## config.mk

```make
export PLATFORM = sky130hd
export DESIGN_NAME = link_reconnect_supervisor_unit_flat
export DESIGN_NICKNAME = d
export VERILOG_FILES = /design/src/rtl/core/lrs_pkg.sv /design/src/rtl/core/lrs_if.sv /design/src/rtl/core/link_reconnect_supervisor_unit.sv /design/src/flat_wrapper.sv
export VERILOG_INCLUDE_DIRS = /design/src /design/src/rtl/core
export SDC_FILE = /design/constraint.sdc
export NUM_CORES = 1
export LEC_CHECK = 0
export BUFFER_PORTS_ARGS = -buffer_cell sky130_fd_sc_hd__buf_2
export CAP_MARGIN = 20
export CORE_UTILIZATION = 40
export CTS_BUF_LIST = sky130_fd_sc_hd__clkbuf_4 sky130_fd_sc_hd__clkbuf_8
export CTS_CLUSTER_SIZE = 10
export DETAILED_ROUTE_END_ITERATION = 12
export GPL_TIMING_DRIVEN = 0
export PLACE_DENSITY = 0.65
export SYNTH_ARGS = -nofsm -noshare
export SYNTH_HDL_FRONTEND = slang
export SYNTH_SLANG_ARGS = --single-unit
```

## constraint.sdc

```tcl
create_clock -name clk -period 6.9 [get_ports clk]
set_input_delay 0.345 -clock clk [delete_from_list [all_inputs] [get_ports clk]]
set_output_delay 0.345 -clock clk [all_outputs]
set_load 0.1 [all_outputs]
```

## src/rtl/core/assert_macros.svh

```systemverilog
// assertion helpers for the rtl files
// both macros expect clk in scope; LRS_ASSERT also expects rst_n
`ifndef ASSERT_MACROS_SVH
`define ASSERT_MACROS_SVH

`ifndef SYNTH

// checked only outside reset
`define LRS_ASSERT(lbl, prop, msg) \
  lbl: assert property (@(posedge clk) disable iff (!rst_n) prop) else $error(msg);

// checked at every edge, reset included
`define LRS_ASSERT_ALWAYS(lbl, prop, msg) \
  lbl: assert property (@(posedge clk) prop) else $error(msg);

`else

`define LRS_ASSERT(lbl, prop, msg)
`define LRS_ASSERT_ALWAYS(lbl, prop, msg)

`endif

`endif

```

## src/rtl/core/lrs_pkg.sv

```systemverilog
`timescale 1ns / 1ps

package lrs_pkg;

  // timer width
  localparam int CNT_W = 8;

  // field widths
  localparam int REQ_W   = 3;
  localparam int STATE_W = 3;
  localparam int REG_W   = 8;
  localparam int CFG_A_W = 2;

  // request codes
  localparam logic [REQ_W-1:0] REQ_TICK      = 3'd0;
  localparam logic [REQ_W-1:0] REQ_CONNECTED = 3'd1;
  localparam logic [REQ_W-1:0] REQ_GOT_IP    = 3'd2;
  localparam logic [REQ_W-1:0] REQ_DISCONN   = 3'd3;
  localparam logic [REQ_W-1:0] REQ_CONNECT   = 3'd4;
  localparam logic [REQ_W-1:0] REQ_SET_AP    = 3'd5;
  localparam logic [REQ_W-1:0] REQ_CLR_AP    = 3'd6;
  localparam logic [REQ_W-1:0] REQ_INIT      = 3'd7;

  // link states
  localparam logic [STATE_W-1:0] ST_IDLE      = 3'd0;
  localparam logic [STATE_W-1:0] ST_AP_ONLY   = 3'd1;
  localparam logic [STATE_W-1:0] ST_GRACE_EN  = 3'd2;
  localparam logic [STATE_W-1:0] ST_GRACE_DIS = 3'd3;
  localparam logic [STATE_W-1:0] ST_RECONN    = 3'd4;
  localparam logic [STATE_W-1:0] ST_COOLDOWN  = 3'd5;
  localparam logic [STATE_W-1:0] ST_NO_IP     = 3'd6;
  localparam logic [STATE_W-1:0] ST_GOOD      = 3'd7;

  // register indexes
  localparam logic [CFG_A_W-1:0] CFG_AP_GRACE     = 2'd0;
  localparam logic [CFG_A_W-1:0] CFG_STA_CONNECT  = 2'd1;
  localparam logic [CFG_A_W-1:0] CFG_STA_COOLDOWN = 2'd2;
  localparam logic [CFG_A_W-1:0] CFG_START_AP     = 2'd3;

  // register reset values
  localparam logic [REG_W-1:0] AP_GRACE_RST     = 8'd15;
  localparam logic [REG_W-1:0] STA_CONNECT_RST  = 8'd10;
  localparam logic [REG_W-1:0] STA_COOLDOWN_RST = 8'd90;

  // input word
  typedef struct packed {
    logic [REQ_W-1:0] req_type;
    logic             ap_active;
    logic             sta_active;
  } lrs_req_t;

  // command strobes of one result
  typedef struct packed {
    logic ap_start;
    logic ap_stop;
    logic sta_disable;
    logic sta_begin;
    logic mdns_start;
    logic ticks_on;
  } lrs_cmd_t;

endpackage

```

## src/rtl/core/lrs_if.sv

```systemverilog
`timescale 1ns / 1ps

// event channel
interface lrs_in_if import lrs_pkg::*; ();
  logic             valid;
  logic             ready;
  logic [REQ_W-1:0] req_type;
  logic             ap_active;
  logic             sta_active;

  modport source (output valid, output req_type, output ap_active, output sta_active,
                  input ready);
  modport sink (input valid, input req_type, input ap_active, input sta_active,
                output ready);
endinterface

// result channel
interface lrs_out_if import lrs_pkg::*; ();
  logic               valid;
  logic               ready;
  logic [STATE_W-1:0] link_state;
  logic               ap_start;
  logic               ap_stop;
  logic               sta_disable;
  logic               sta_begin;
  logic               mdns_start;
  logic               ticks_on;

  modport source (output valid, output link_state, output ap_start, output ap_stop,
                  output sta_disable, output sta_begin, output mdns_start,
                  output ticks_on, input ready);
  modport sink (input valid, input link_state, input ap_start, input ap_stop,
                input sta_disable, input sta_begin, input mdns_start,
                input ticks_on, output ready);
endinterface

```

## src/rtl/core/link_reconnect_supervisor_unit.sv

```systemverilog
`timescale 1ns / 1ps

// Link reconnect supervisor: one event word in, one result word out, in order.
// Each word passes an input register, then the state update and command decode,
// then the result register, which takes the result once the previous result is
// drained, and one event is taken every cycle as long as results are drained. The
// figure is set by the single state-update stage: link mode, grace counter,
// retry counter and tick flag change once per event word, between the two
// registers. Timer limits and the access-point-only start flag are to be written
// by the user on the cfg port while no event is in flight; the block does not enforce it.
`include "assert_macros.svh"

module link_reconnect_supervisor_unit import lrs_pkg::*; (
  input  logic               clk,
  input  logic               rst_n,
  lrs_in_if.sink             in_ch,
  lrs_out_if.source          out_ch,
  input  logic               cfg_we,
  input  logic [CFG_A_W-1:0] cfg_index,
  input  logic [REG_W-1:0]   cfg_wdata
);

  // configuration registers
  logic [REG_W-1:0] ap_grace_r;
  logic [REG_W-1:0] sta_connect_r;
  logic [REG_W-1:0] sta_cooldown_r;
  logic             start_ap_only_r;

  // supervisor state
  logic [STATE_W-1:0] mode_r, mode_nxt;
  logic [CNT_W-1:0]   ap_cnt_r, ap_cnt_nxt;
  logic [CNT_W-1:0]   sta_cnt_r, sta_cnt_nxt;
  logic               tick_en_r, tick_en_nxt;

  // input stage
  logic     s1_valid_r;
  lrs_req_t s1_r;

  // result stage
  logic               out_valid_r;
  logic [STATE_W-1:0] out_state_r;
  lrs_cmd_t           out_cmd_r;
  lrs_cmd_t           cmd_nxt;

  logic             proc;
  logic             in_take;
  logic [CNT_W-1:0] grace;
  logic [CNT_W-1:0] connect_ld;
  logic [CNT_W-1:0] cooldown_ld;
  logic [CNT_W-1:0] ap_dec;
  logic [CNT_W-1:0] sta_dec;

  // handshake
  assign proc    = s1_valid_r && (!out_valid_r || out_ch.ready);
  assign in_ch.ready = !s1_valid_r || proc;
  assign in_take = in_ch.valid && in_ch.ready;

  // config write
  always_ff @(posedge clk) begin
    if (!rst_n) begin
      ap_grace_r      <= AP_GRACE_RST;
      sta_connect_r   <= STA_CONNECT_RST;
      sta_cooldown_r  <= STA_COOLDOWN_RST;
      start_ap_only_r <= 1'b0;
    end else if (cfg_we) begin
      unique case (cfg_index)
        CFG_AP_GRACE:     ap_grace_r      <= cfg_wdata;
        CFG_STA_CONNECT:  sta_connect_r   <= cfg_wdata;
        CFG_STA_COOLDOWN: sta_cooldown_r  <= cfg_wdata;
        CFG_START_AP:     start_ap_only_r <= cfg_wdata[0];
        default: ;
      endcase
    end
  end

  // timer loads, cut or padded to the counter width
  assign grace       = CNT_W'(ap_grace_r);
  assign connect_ld  = CNT_W'(sta_connect_r);
  assign cooldown_ld = CNT_W'(sta_cooldown_r);
  assign ap_dec      = ap_cnt_r - CNT_W'(1);
  assign sta_dec     = sta_cnt_r - CNT_W'(1);

  // state update and command decode
  always_comb begin
    mode_nxt    = mode_r;
    ap_cnt_nxt  = ap_cnt_r;
    sta_cnt_nxt = sta_cnt_r;
    tick_en_nxt = tick_en_r;
    cmd_nxt     = '0;

    case (s1_r.req_type)
      REQ_TICK: begin
        if (tick_en_r) begin
          unique case (mode_r)
            ST_AP_ONLY: begin
              cmd_nxt.ap_start    = !s1_r.ap_active;
              cmd_nxt.sta_disable = 1'b1;
              tick_en_nxt         = 1'b0;
            end
            ST_GRACE_DIS: begin
              if (ap_cnt_r != '0) begin
                ap_cnt_nxt = ap_dec;
                if (ap_dec == '0 && s1_r.sta_active) begin
                  cmd_nxt.ap_stop = 1'b1;
                  mode_nxt        = ST_GOOD;
                  ap_cnt_nxt      = grace;
                end
              end
            end
            ST_GRACE_EN: begin
              if (ap_cnt_r != '0) begin
                ap_cnt_nxt = ap_dec;
                if (ap_dec == '0 && !s1_r.ap_active) begin
                  cmd_nxt.ap_start = 1'b1;
                  mode_nxt         = ST_RECONN;
                  sta_cnt_nxt      = connect_ld;
                end
              end
            end
            ST_RECONN: begin
              if (sta_cnt_r != '0) begin
                sta_cnt_nxt = sta_dec;
                if (sta_dec == '0) begin
                  cmd_nxt.sta_disable = 1'b1;
                  mode_nxt            = ST_COOLDOWN;
                  sta_cnt_nxt         = cooldown_ld;
                end
              end
            end
            ST_COOLDOWN: begin
              if (sta_cnt_r != '0) begin
                sta_cnt_nxt = sta_dec;
                if (sta_dec == '0) begin
                  cmd_nxt.sta_begin = 1'b1;
                  mode_nxt          = ST_RECONN;
                  sta_cnt_nxt       = connect_ld;
                end
              end
            end
            default: ;
          endcase
        end
      end
      REQ_CONNECTED: mode_nxt = ST_NO_IP;
      REQ_GOT_IP: begin
        // grace count dropped on an address while waiting to raise the ap, unless the ap is active and it reloads
        if (mode_r == ST_GRACE_EN) ap_cnt_nxt = '0;
        if (s1_r.ap_active) begin
          mode_nxt   = ST_GRACE_DIS;
          ap_cnt_nxt = grace;
        end else begin
          mode_nxt = ST_GOOD;
        end
        cmd_nxt.mdns_start = 1'b1;
      end
      REQ_DISCONN: begin
        if (mode_r == ST_GOOD) begin
          mode_nxt   = ST_GRACE_EN;
          ap_cnt_nxt = grace;
        end else begin
          tick_en_nxt = 1'b1;
        end
      end
      REQ_CONNECT: begin
        cmd_nxt.sta_begin = 1'b1;
        mode_nxt          = ST_GRACE_EN;
        ap_cnt_nxt        = grace;
      end
      REQ_SET_AP: begin
        mode_nxt    = ST_AP_ONLY;
        tick_en_nxt = 1'b1;
      end
      REQ_CLR_AP: begin
        if (mode_r != ST_GOOD) begin
          mode_nxt          = ST_GRACE_DIS;
          ap_cnt_nxt        = grace;
          tick_en_nxt       = 1'b1;
          cmd_nxt.sta_begin = 1'b1;
        end
      end
      default: begin
        // init
        if (start_ap_only_r || mode_r == ST_AP_ONLY) begin
          mode_nxt            = ST_AP_ONLY;
          cmd_nxt.ap_start    = 1'b1;
          cmd_nxt.sta_disable = 1'b1;
        end else begin
          mode_nxt          = ST_GRACE_EN;
          ap_cnt_nxt        = grace;
          cmd_nxt.sta_begin = 1'b1;
          tick_en_nxt       = 1'b1;
        end
      end
    endcase

    cmd_nxt.ticks_on = tick_en_nxt;
  end

  // state registers
  always_ff @(posedge clk) begin
    if (!rst_n) begin
      mode_r    <= ST_IDLE;
      ap_cnt_r  <= '0;
      sta_cnt_r <= '0;
      tick_en_r <= 1'b0;
    end else if (proc) begin
      mode_r    <= mode_nxt;
      ap_cnt_r  <= ap_cnt_nxt;
      sta_cnt_r <= sta_cnt_nxt;
      tick_en_r <= tick_en_nxt;
    end
  end

  // input register
  always_ff @(posedge clk) begin
    if (!rst_n) begin
      s1_valid_r <= 1'b0;
    end else if (in_ch.ready) begin
      s1_valid_r <= in_ch.valid;
    end
  end

  always_ff @(posedge clk) begin
    if (in_take) begin
      s1_r.req_type   <= in_ch.req_type;
      s1_r.ap_active  <= in_ch.ap_active;
      s1_r.sta_active <= in_ch.sta_active;
    end
  end

  // result register
  always_ff @(posedge clk) begin
    if (!rst_n) begin
      out_valid_r <= 1'b0;
    end else if (proc) begin
      out_valid_r <= 1'b1;
    end else if (out_ch.ready) begin
      out_valid_r <= 1'b0;
    end
  end

  always_ff @(posedge clk) begin
    if (proc) begin
      out_state_r <= mode_nxt;
      out_cmd_r   <= cmd_nxt;
    end
  end

  assign out_ch.valid       = out_valid_r;
  assign out_ch.link_state  = out_state_r;
  assign out_ch.ap_start    = out_cmd_r.ap_start;
  assign out_ch.ap_stop     = out_cmd_r.ap_stop;
  assign out_ch.sta_disable = out_cmd_r.sta_disable;
  assign out_ch.sta_begin   = out_cmd_r.sta_begin;
  assign out_ch.mdns_start  = out_cmd_r.mdns_start;
  assign out_ch.ticks_on    = out_cmd_r.ticks_on;

  // checks
  `LRS_ASSERT_ALWAYS(a_rst_empty, !rst_n |=> (!out_valid_r && !s1_valid_r), "pipe not empty after reset")
  `LRS_ASSERT(a_ap_cmd_excl, out_valid_r |-> !(out_cmd_r.ap_start && out_cmd_r.ap_stop), "ap start and stop together")
  `LRS_ASSERT(a_tick_off_hold, (proc && s1_r.req_type == REQ_TICK && !tick_en_r) |=> ($stable(mode_r) && $stable(ap_cnt_r) && $stable(sta_cnt_r)), "disabled tick moved state")
  `LRS_ASSERT(a_ticks_flag, proc |=> (out_cmd_r.ticks_on == tick_en_r && out_state_r == mode_r), "result does not match state")

endmodule
```

## src/flat_wrapper.sv

```systemverilog
// flat-port wrapper written by rule: the top's interface ports become plain ports
module link_reconnect_supervisor_unit_flat import lrs_pkg::*;
  (clk, rst_n, cfg_we, cfg_index, cfg_wdata, in_ch_valid, in_ch_req_type, in_ch_ap_active, in_ch_sta_active, in_ch_ready, out_ch_valid, out_ch_link_state, out_ch_ap_start, out_ch_ap_stop, out_ch_sta_disable, out_ch_sta_begin, out_ch_mdns_start, out_ch_ticks_on, out_ch_ready);
  lrs_in_if in_ch_i ();
  lrs_out_if out_ch_i ();
  input  logic clk;
  input  logic rst_n;
  input  logic cfg_we;
  input  logic [CFG_A_W-1:0] cfg_index;
  input  logic [REG_W-1:0] cfg_wdata;
  input wire logic [$bits(in_ch_i.valid)-1:0] in_ch_valid;
  input wire logic [$bits(in_ch_i.req_type)-1:0] in_ch_req_type;
  input wire logic [$bits(in_ch_i.ap_active)-1:0] in_ch_ap_active;
  input wire logic [$bits(in_ch_i.sta_active)-1:0] in_ch_sta_active;
  output wire logic [$bits(in_ch_i.ready)-1:0] in_ch_ready;
  output wire logic [$bits(out_ch_i.valid)-1:0] out_ch_valid;
  output wire logic [$bits(out_ch_i.link_state)-1:0] out_ch_link_state;
  output wire logic [$bits(out_ch_i.ap_start)-1:0] out_ch_ap_start;
  output wire logic [$bits(out_ch_i.ap_stop)-1:0] out_ch_ap_stop;
  output wire logic [$bits(out_ch_i.sta_disable)-1:0] out_ch_sta_disable;
  output wire logic [$bits(out_ch_i.sta_begin)-1:0] out_ch_sta_begin;
  output wire logic [$bits(out_ch_i.mdns_start)-1:0] out_ch_mdns_start;
  output wire logic [$bits(out_ch_i.ticks_on)-1:0] out_ch_ticks_on;
  input wire logic [$bits(out_ch_i.ready)-1:0] out_ch_ready;
  assign in_ch_i.valid = in_ch_valid;
  assign in_ch_i.req_type = in_ch_req_type;
  assign in_ch_i.ap_active = in_ch_ap_active;
  assign in_ch_i.sta_active = in_ch_sta_active;
  assign in_ch_ready = in_ch_i.ready;
  assign out_ch_valid = out_ch_i.valid;
  assign out_ch_link_state = out_ch_i.link_state;
  assign out_ch_ap_start = out_ch_i.ap_start;
  assign out_ch_ap_stop = out_ch_i.ap_stop;
  assign out_ch_sta_disable = out_ch_i.sta_disable;
  assign out_ch_sta_begin = out_ch_i.sta_begin;
  assign out_ch_mdns_start = out_ch_i.mdns_start;
  assign out_ch_ticks_on = out_ch_i.ticks_on;
  assign out_ch_i.ready = out_ch_ready;
  link_reconnect_supervisor_unit u_core (.clk(clk), .rst_n(rst_n), .in_ch(in_ch_i), .out_ch(out_ch_i), .cfg_we(cfg_we), .cfg_index(cfg_index), .cfg_wdata(cfg_wdata));
endmodule
```

==> parameters.txt <==
Parameter                              Value

Run status
  Outcome    completed

Setup path
  Worst EP required    just over 7000 ps
  Library cell contributing the largest single delay on the critical path    sky130_fd_sc_hd__clkbuf_1
  CP Class    reg -> reg
  Worst path top cell family by delay    buffers and inverters
  Worst-path cell chain    nor2b_1, nor2b_1, clkbuf_1, o311ai_0, nor2_1, clkbuf_1, o21ai_0, a21oi_1
  Source of the worst register-to-register timing path    u_core.out_ch.valid$_SDFFE_PN0P_
  Critical path launch point    u_core.out_ch.valid$_SDFFE_PN0P_
  CP startpoint kind    flip-flop
  CP peak stage delay    between 600 and 700 ps
  CP arrival    2930 ps
  Endpoint type of the worst setup path    flip-flop
  Critical path peak fanout    18
  CP bufs+invs    2

Floorplanning
  Die W    around 94 um
  Overall die height    around 94 um
  Initial core utilization    between 40% and 50%
  Row cnt    33
  Die Footprint    8770 um^2
  Count of boundary I/O pins    31
  Core area    8180 um^2

Synthesis
  Synthesized netlist net count    just over 400
  Most area-hungry cell type in the Yosys netlist    sky130_fd_sc_hd__dfxtp_1
  Post-synthesis cell type count    64
  Share of Yosys cell area claimed by the top area cell type    between 20 and 30%
  Leading post-synthesis cells by cell area    sky130_fd_sc_hd__dfxtp_1 (28%), sky130_fd_sc_hd__edfxtp_1 (13%), sky130_fd_sc_hd__mux2i_1 (6.6%)
  Average instance area after synthesis    about 9 um^2
  Synthesized instance count    380
  Most used standard cell by instance count after synthesis    sky130_fd_sc_hd__nand2_1
  Most numerous cell types in the synthesized netlist    sky130_fd_sc_hd__nand2_1 (49), sky130_fd_sc_hd__dfxtp_1 (47), sky130_fd_sc_hd__nor2_1 (24)
  Number of enable flip-flop cells after synthesis    14
  Summed instance area of the synthesized netlist    between 3000 and 4000 um^2
  Portion of the post-synthesis area used by sequential elements    40.5%
  Most used DFF post-synth    sky130_fd_sc_hd__dfxtp_1
  Seq cells post-synth    between 60 and 70
  Number of synthesis warnings    0
  Async set-or-reset flop fraction in the synthesized netlist    0%

STA
  Setup TNS after final layout    0 ps
  Max Clock Skew    14.1 ps
  Fmax    about 380 MHz
  Final setup margin    4260 ps
  Final-report hold violation count    0
  RSZ-0062 raised after global routing    false
  Max-slew violation count    0
  Worst Hold Margin    171 ps
  Endpoints failing setup    0
  Portion of the clock cycle consumed by the worst path in the final layout    38.3%
  Clock period minus final worst setup slack    roughly 2600 ps
  Transition time of the tightest slew-check pin    around 1100 ps
  Max_slew headroom    28.6%

Global route
  Number of antenna violations at the first check in global routing    0
  Aggregate global-route resource usage    between 10% and 20%
  Vias in the first global route    about 2,700
  Global route overflow    0
  Global-route wire length before repair    around 13,000 um
  Largest net degree at the start of global routing    19

Pwr
  Fraction of power consumed by combinational cells    13.6%
  Leakage    ~1.6 nW
  Worst ir drop on vdd    around 0.087 mV
  Portion of total power attributed to the clock network    a little over two fifths
  Pwr/cell area    ~230 nW/um^2
  Cell-internal power    about 0.66 mW
  Proportion of total power due to net switching    between 20% and 30%
  Net switching component of the power    about 0.25 mW
  Sequential power share    between 40 and 50%
  Sum of internal, switching and leakage power    around 0.91 mW

Placement
  HPWL after detailed placement    5850 um
  Global placement routability congestion    0.897
  Pre-CTS setup slack    between 4000 and 5000 ps
  Count of input and output buffers    30

Clocking
  Maximum number of buffers from clock root to sink    2
  Number of setup buffers added after CTS    0
  Max H-tree Level    3
  CTS tree    built
  Latest clock arrival within the worst-skew pair    360 ps
  Num CTS Buffers    9
  Clock slew at the register clock pins of the worst setup and hold paths    70 ps
  CTS Root Cell    sky130_fd_sc_hd__clkbuf_8
  Cts-stage hold buffer count    0
  Number of sinks handled by clock tree synthesis    just over 60
  Resized Gates After CTS    0

Run
  Count of maximum capacitance violations    0

Finish
  Fin nets    446
  Signed area change from the synthesized netlist to the final layout    15.7%
  Antenna Cells    0
  Fraction of the core area covered by cells at the end of the flow    between 40 and 50%
  Share of cells above drive strength 1    ~15%

Detailed routing
  Routed vias/inst    5.38
  Initial DRC count    ~260
  Count of unresolved DRC violations after routing    0
  Total via count after detailed routing    roughly 2,900
  Total wire length after detailed routing    a little under 8000 um
  Number of iterations in the first detailed-routing pass    5
  Post-route antenna net violation count    0
  Detail-routed net length per standard cell    roughly 15 um

Worst hold path
  Hold Crit Class    in -> reg
  Hold wc startpoint    in_ch_req_type[1]
==> metrics by stage <==
stage,instance area (um^2),cells
after floorplan,3360,380
after global placement,3640,515
after detailed placement,3640,515
after CTS,3880,531
after global routing,3880,531
final,3880,531
==> metal layers <==
metal / vias up / GRT usage (%) / wire length (um)
met1: 1325 / 24.8 / 3710
met3: 15 / 4.07 / 347
li1: 1446 / - / -
met2: 73 / 31.6 / 3690
met5: - / 0 / 0
met4: 0 / 8.08 / 177
==> logic make-up (layout without fill, tap and decap cells) <==
| logic type | count (synthesis) | after routing | synth area share, % |
|---|---|---|---|
| fa+ha+maj | 5 | 5 | 1.86 |
| simple gates | 153 | 153 | 24.5 |
| mux | 26 | 26 | 7.90 |
| buf+inv | 35 | 81 | 4.17 |
| flops | 61 | 61 | 40.5 |
| xor+xnor | 12 | 12 | 3.13 |
| compound gates | 88 | 88 | 17.9 |
==> power groups by stage <==
stage / logic (mW) / registers (mW) / clock network [mW]
after global placement: 0.122 / 0.398 / 0
after CTS: 0.124 / 0.391 / 0.399
final: 0.124 / 0.391 / 0.397
after floorplan: 0.0732 / 0.416 / 0
after global routing: 0.136 / 0.393 / 0.416
after detailed placement: 0.123 / 0.399 / 0
==> cell type report <==
type / instances / area, um^2
fill: 798 / 4290
multi-input combinational: 284 / 1860
sequential: 61 / 1360
timing repair buffer: 30 / 150
tap: 105 / 131
clock buffer: 9 / 124
clock inverter: 7 / 121
buffer: 24 / 98.8
inverter: 11 / 41.3
==> final timing paths <==
| kind | endpoint | slack (ps) | cells after the start |
|---|---|---|---|
| max | u_core.ap_cnt_r[3]$_SDFFE_PN0P_ | 4260 | 8 |
| min | u_core.s1_r[3]$_DFFE_PP_ | 170 | 1 |
| max reg2reg | u_core.ap_cnt_r[3]$_SDFFE_PN0P_ | 4260 | 8 |
| min reg2reg | u_core.cooldown_ld[7]$_SDFFE_PN0P_ | 470 | 2 |
==> placed cells by master, fill, tap and decap left out, types with 6 or more instances in the layout <==
| cell type | count |
|---|---|
| sky130_fd_sc_hd__a21oi_1 | 19 |
| sky130_fd_sc_hd__mux2i_1 | 22 |
| sky130_fd_sc_hd__nand3_1 | 9 |
| sky130_fd_sc_hd__o22ai_1 | 6 |
| sky130_fd_sc_hd__a22o_1 | 7 |
| sky130_fd_sc_hd__xnor2_1 | 7 |
| sky130_fd_sc_hd__inv_1 | 11 |
| sky130_fd_sc_hd__nor3_1 | 10 |
| sky130_fd_sc_hd__o21ai_0 | 13 |
| sky130_fd_sc_hd__nor2_1 | 24 |
| sky130_fd_sc_hd__clkbuf_8 | 9 |
| sky130_fd_sc_hd__buf_2 | 31 |
| sky130_fd_sc_hd__nand2_1 | 49 |
| sky130_fd_sc_hd__dfxtp_1 | 47 |
| sky130_fd_sc_hd__nor2b_1 | 22 |
| sky130_fd_sc_hd__edfxtp_1 | 14 |
| sky130_fd_sc_hd__clkbuf_1 | 21 |
==> registers in the layout, indices dropped and copies added, names as in the netlist, 3 cells and up <==
register and cells:
u_core.mode_r 3, u_core.cooldown_ld 8, u_core.sta_cnt_r 8, u_core.connect_ld 8, u_core.out_ch.link_state 3, u_core.ap_grace_r 8, u_core.ap_cnt_r 8, u_core.s1_r 5
Note: power is estimated with default switching activity, not from simulation.
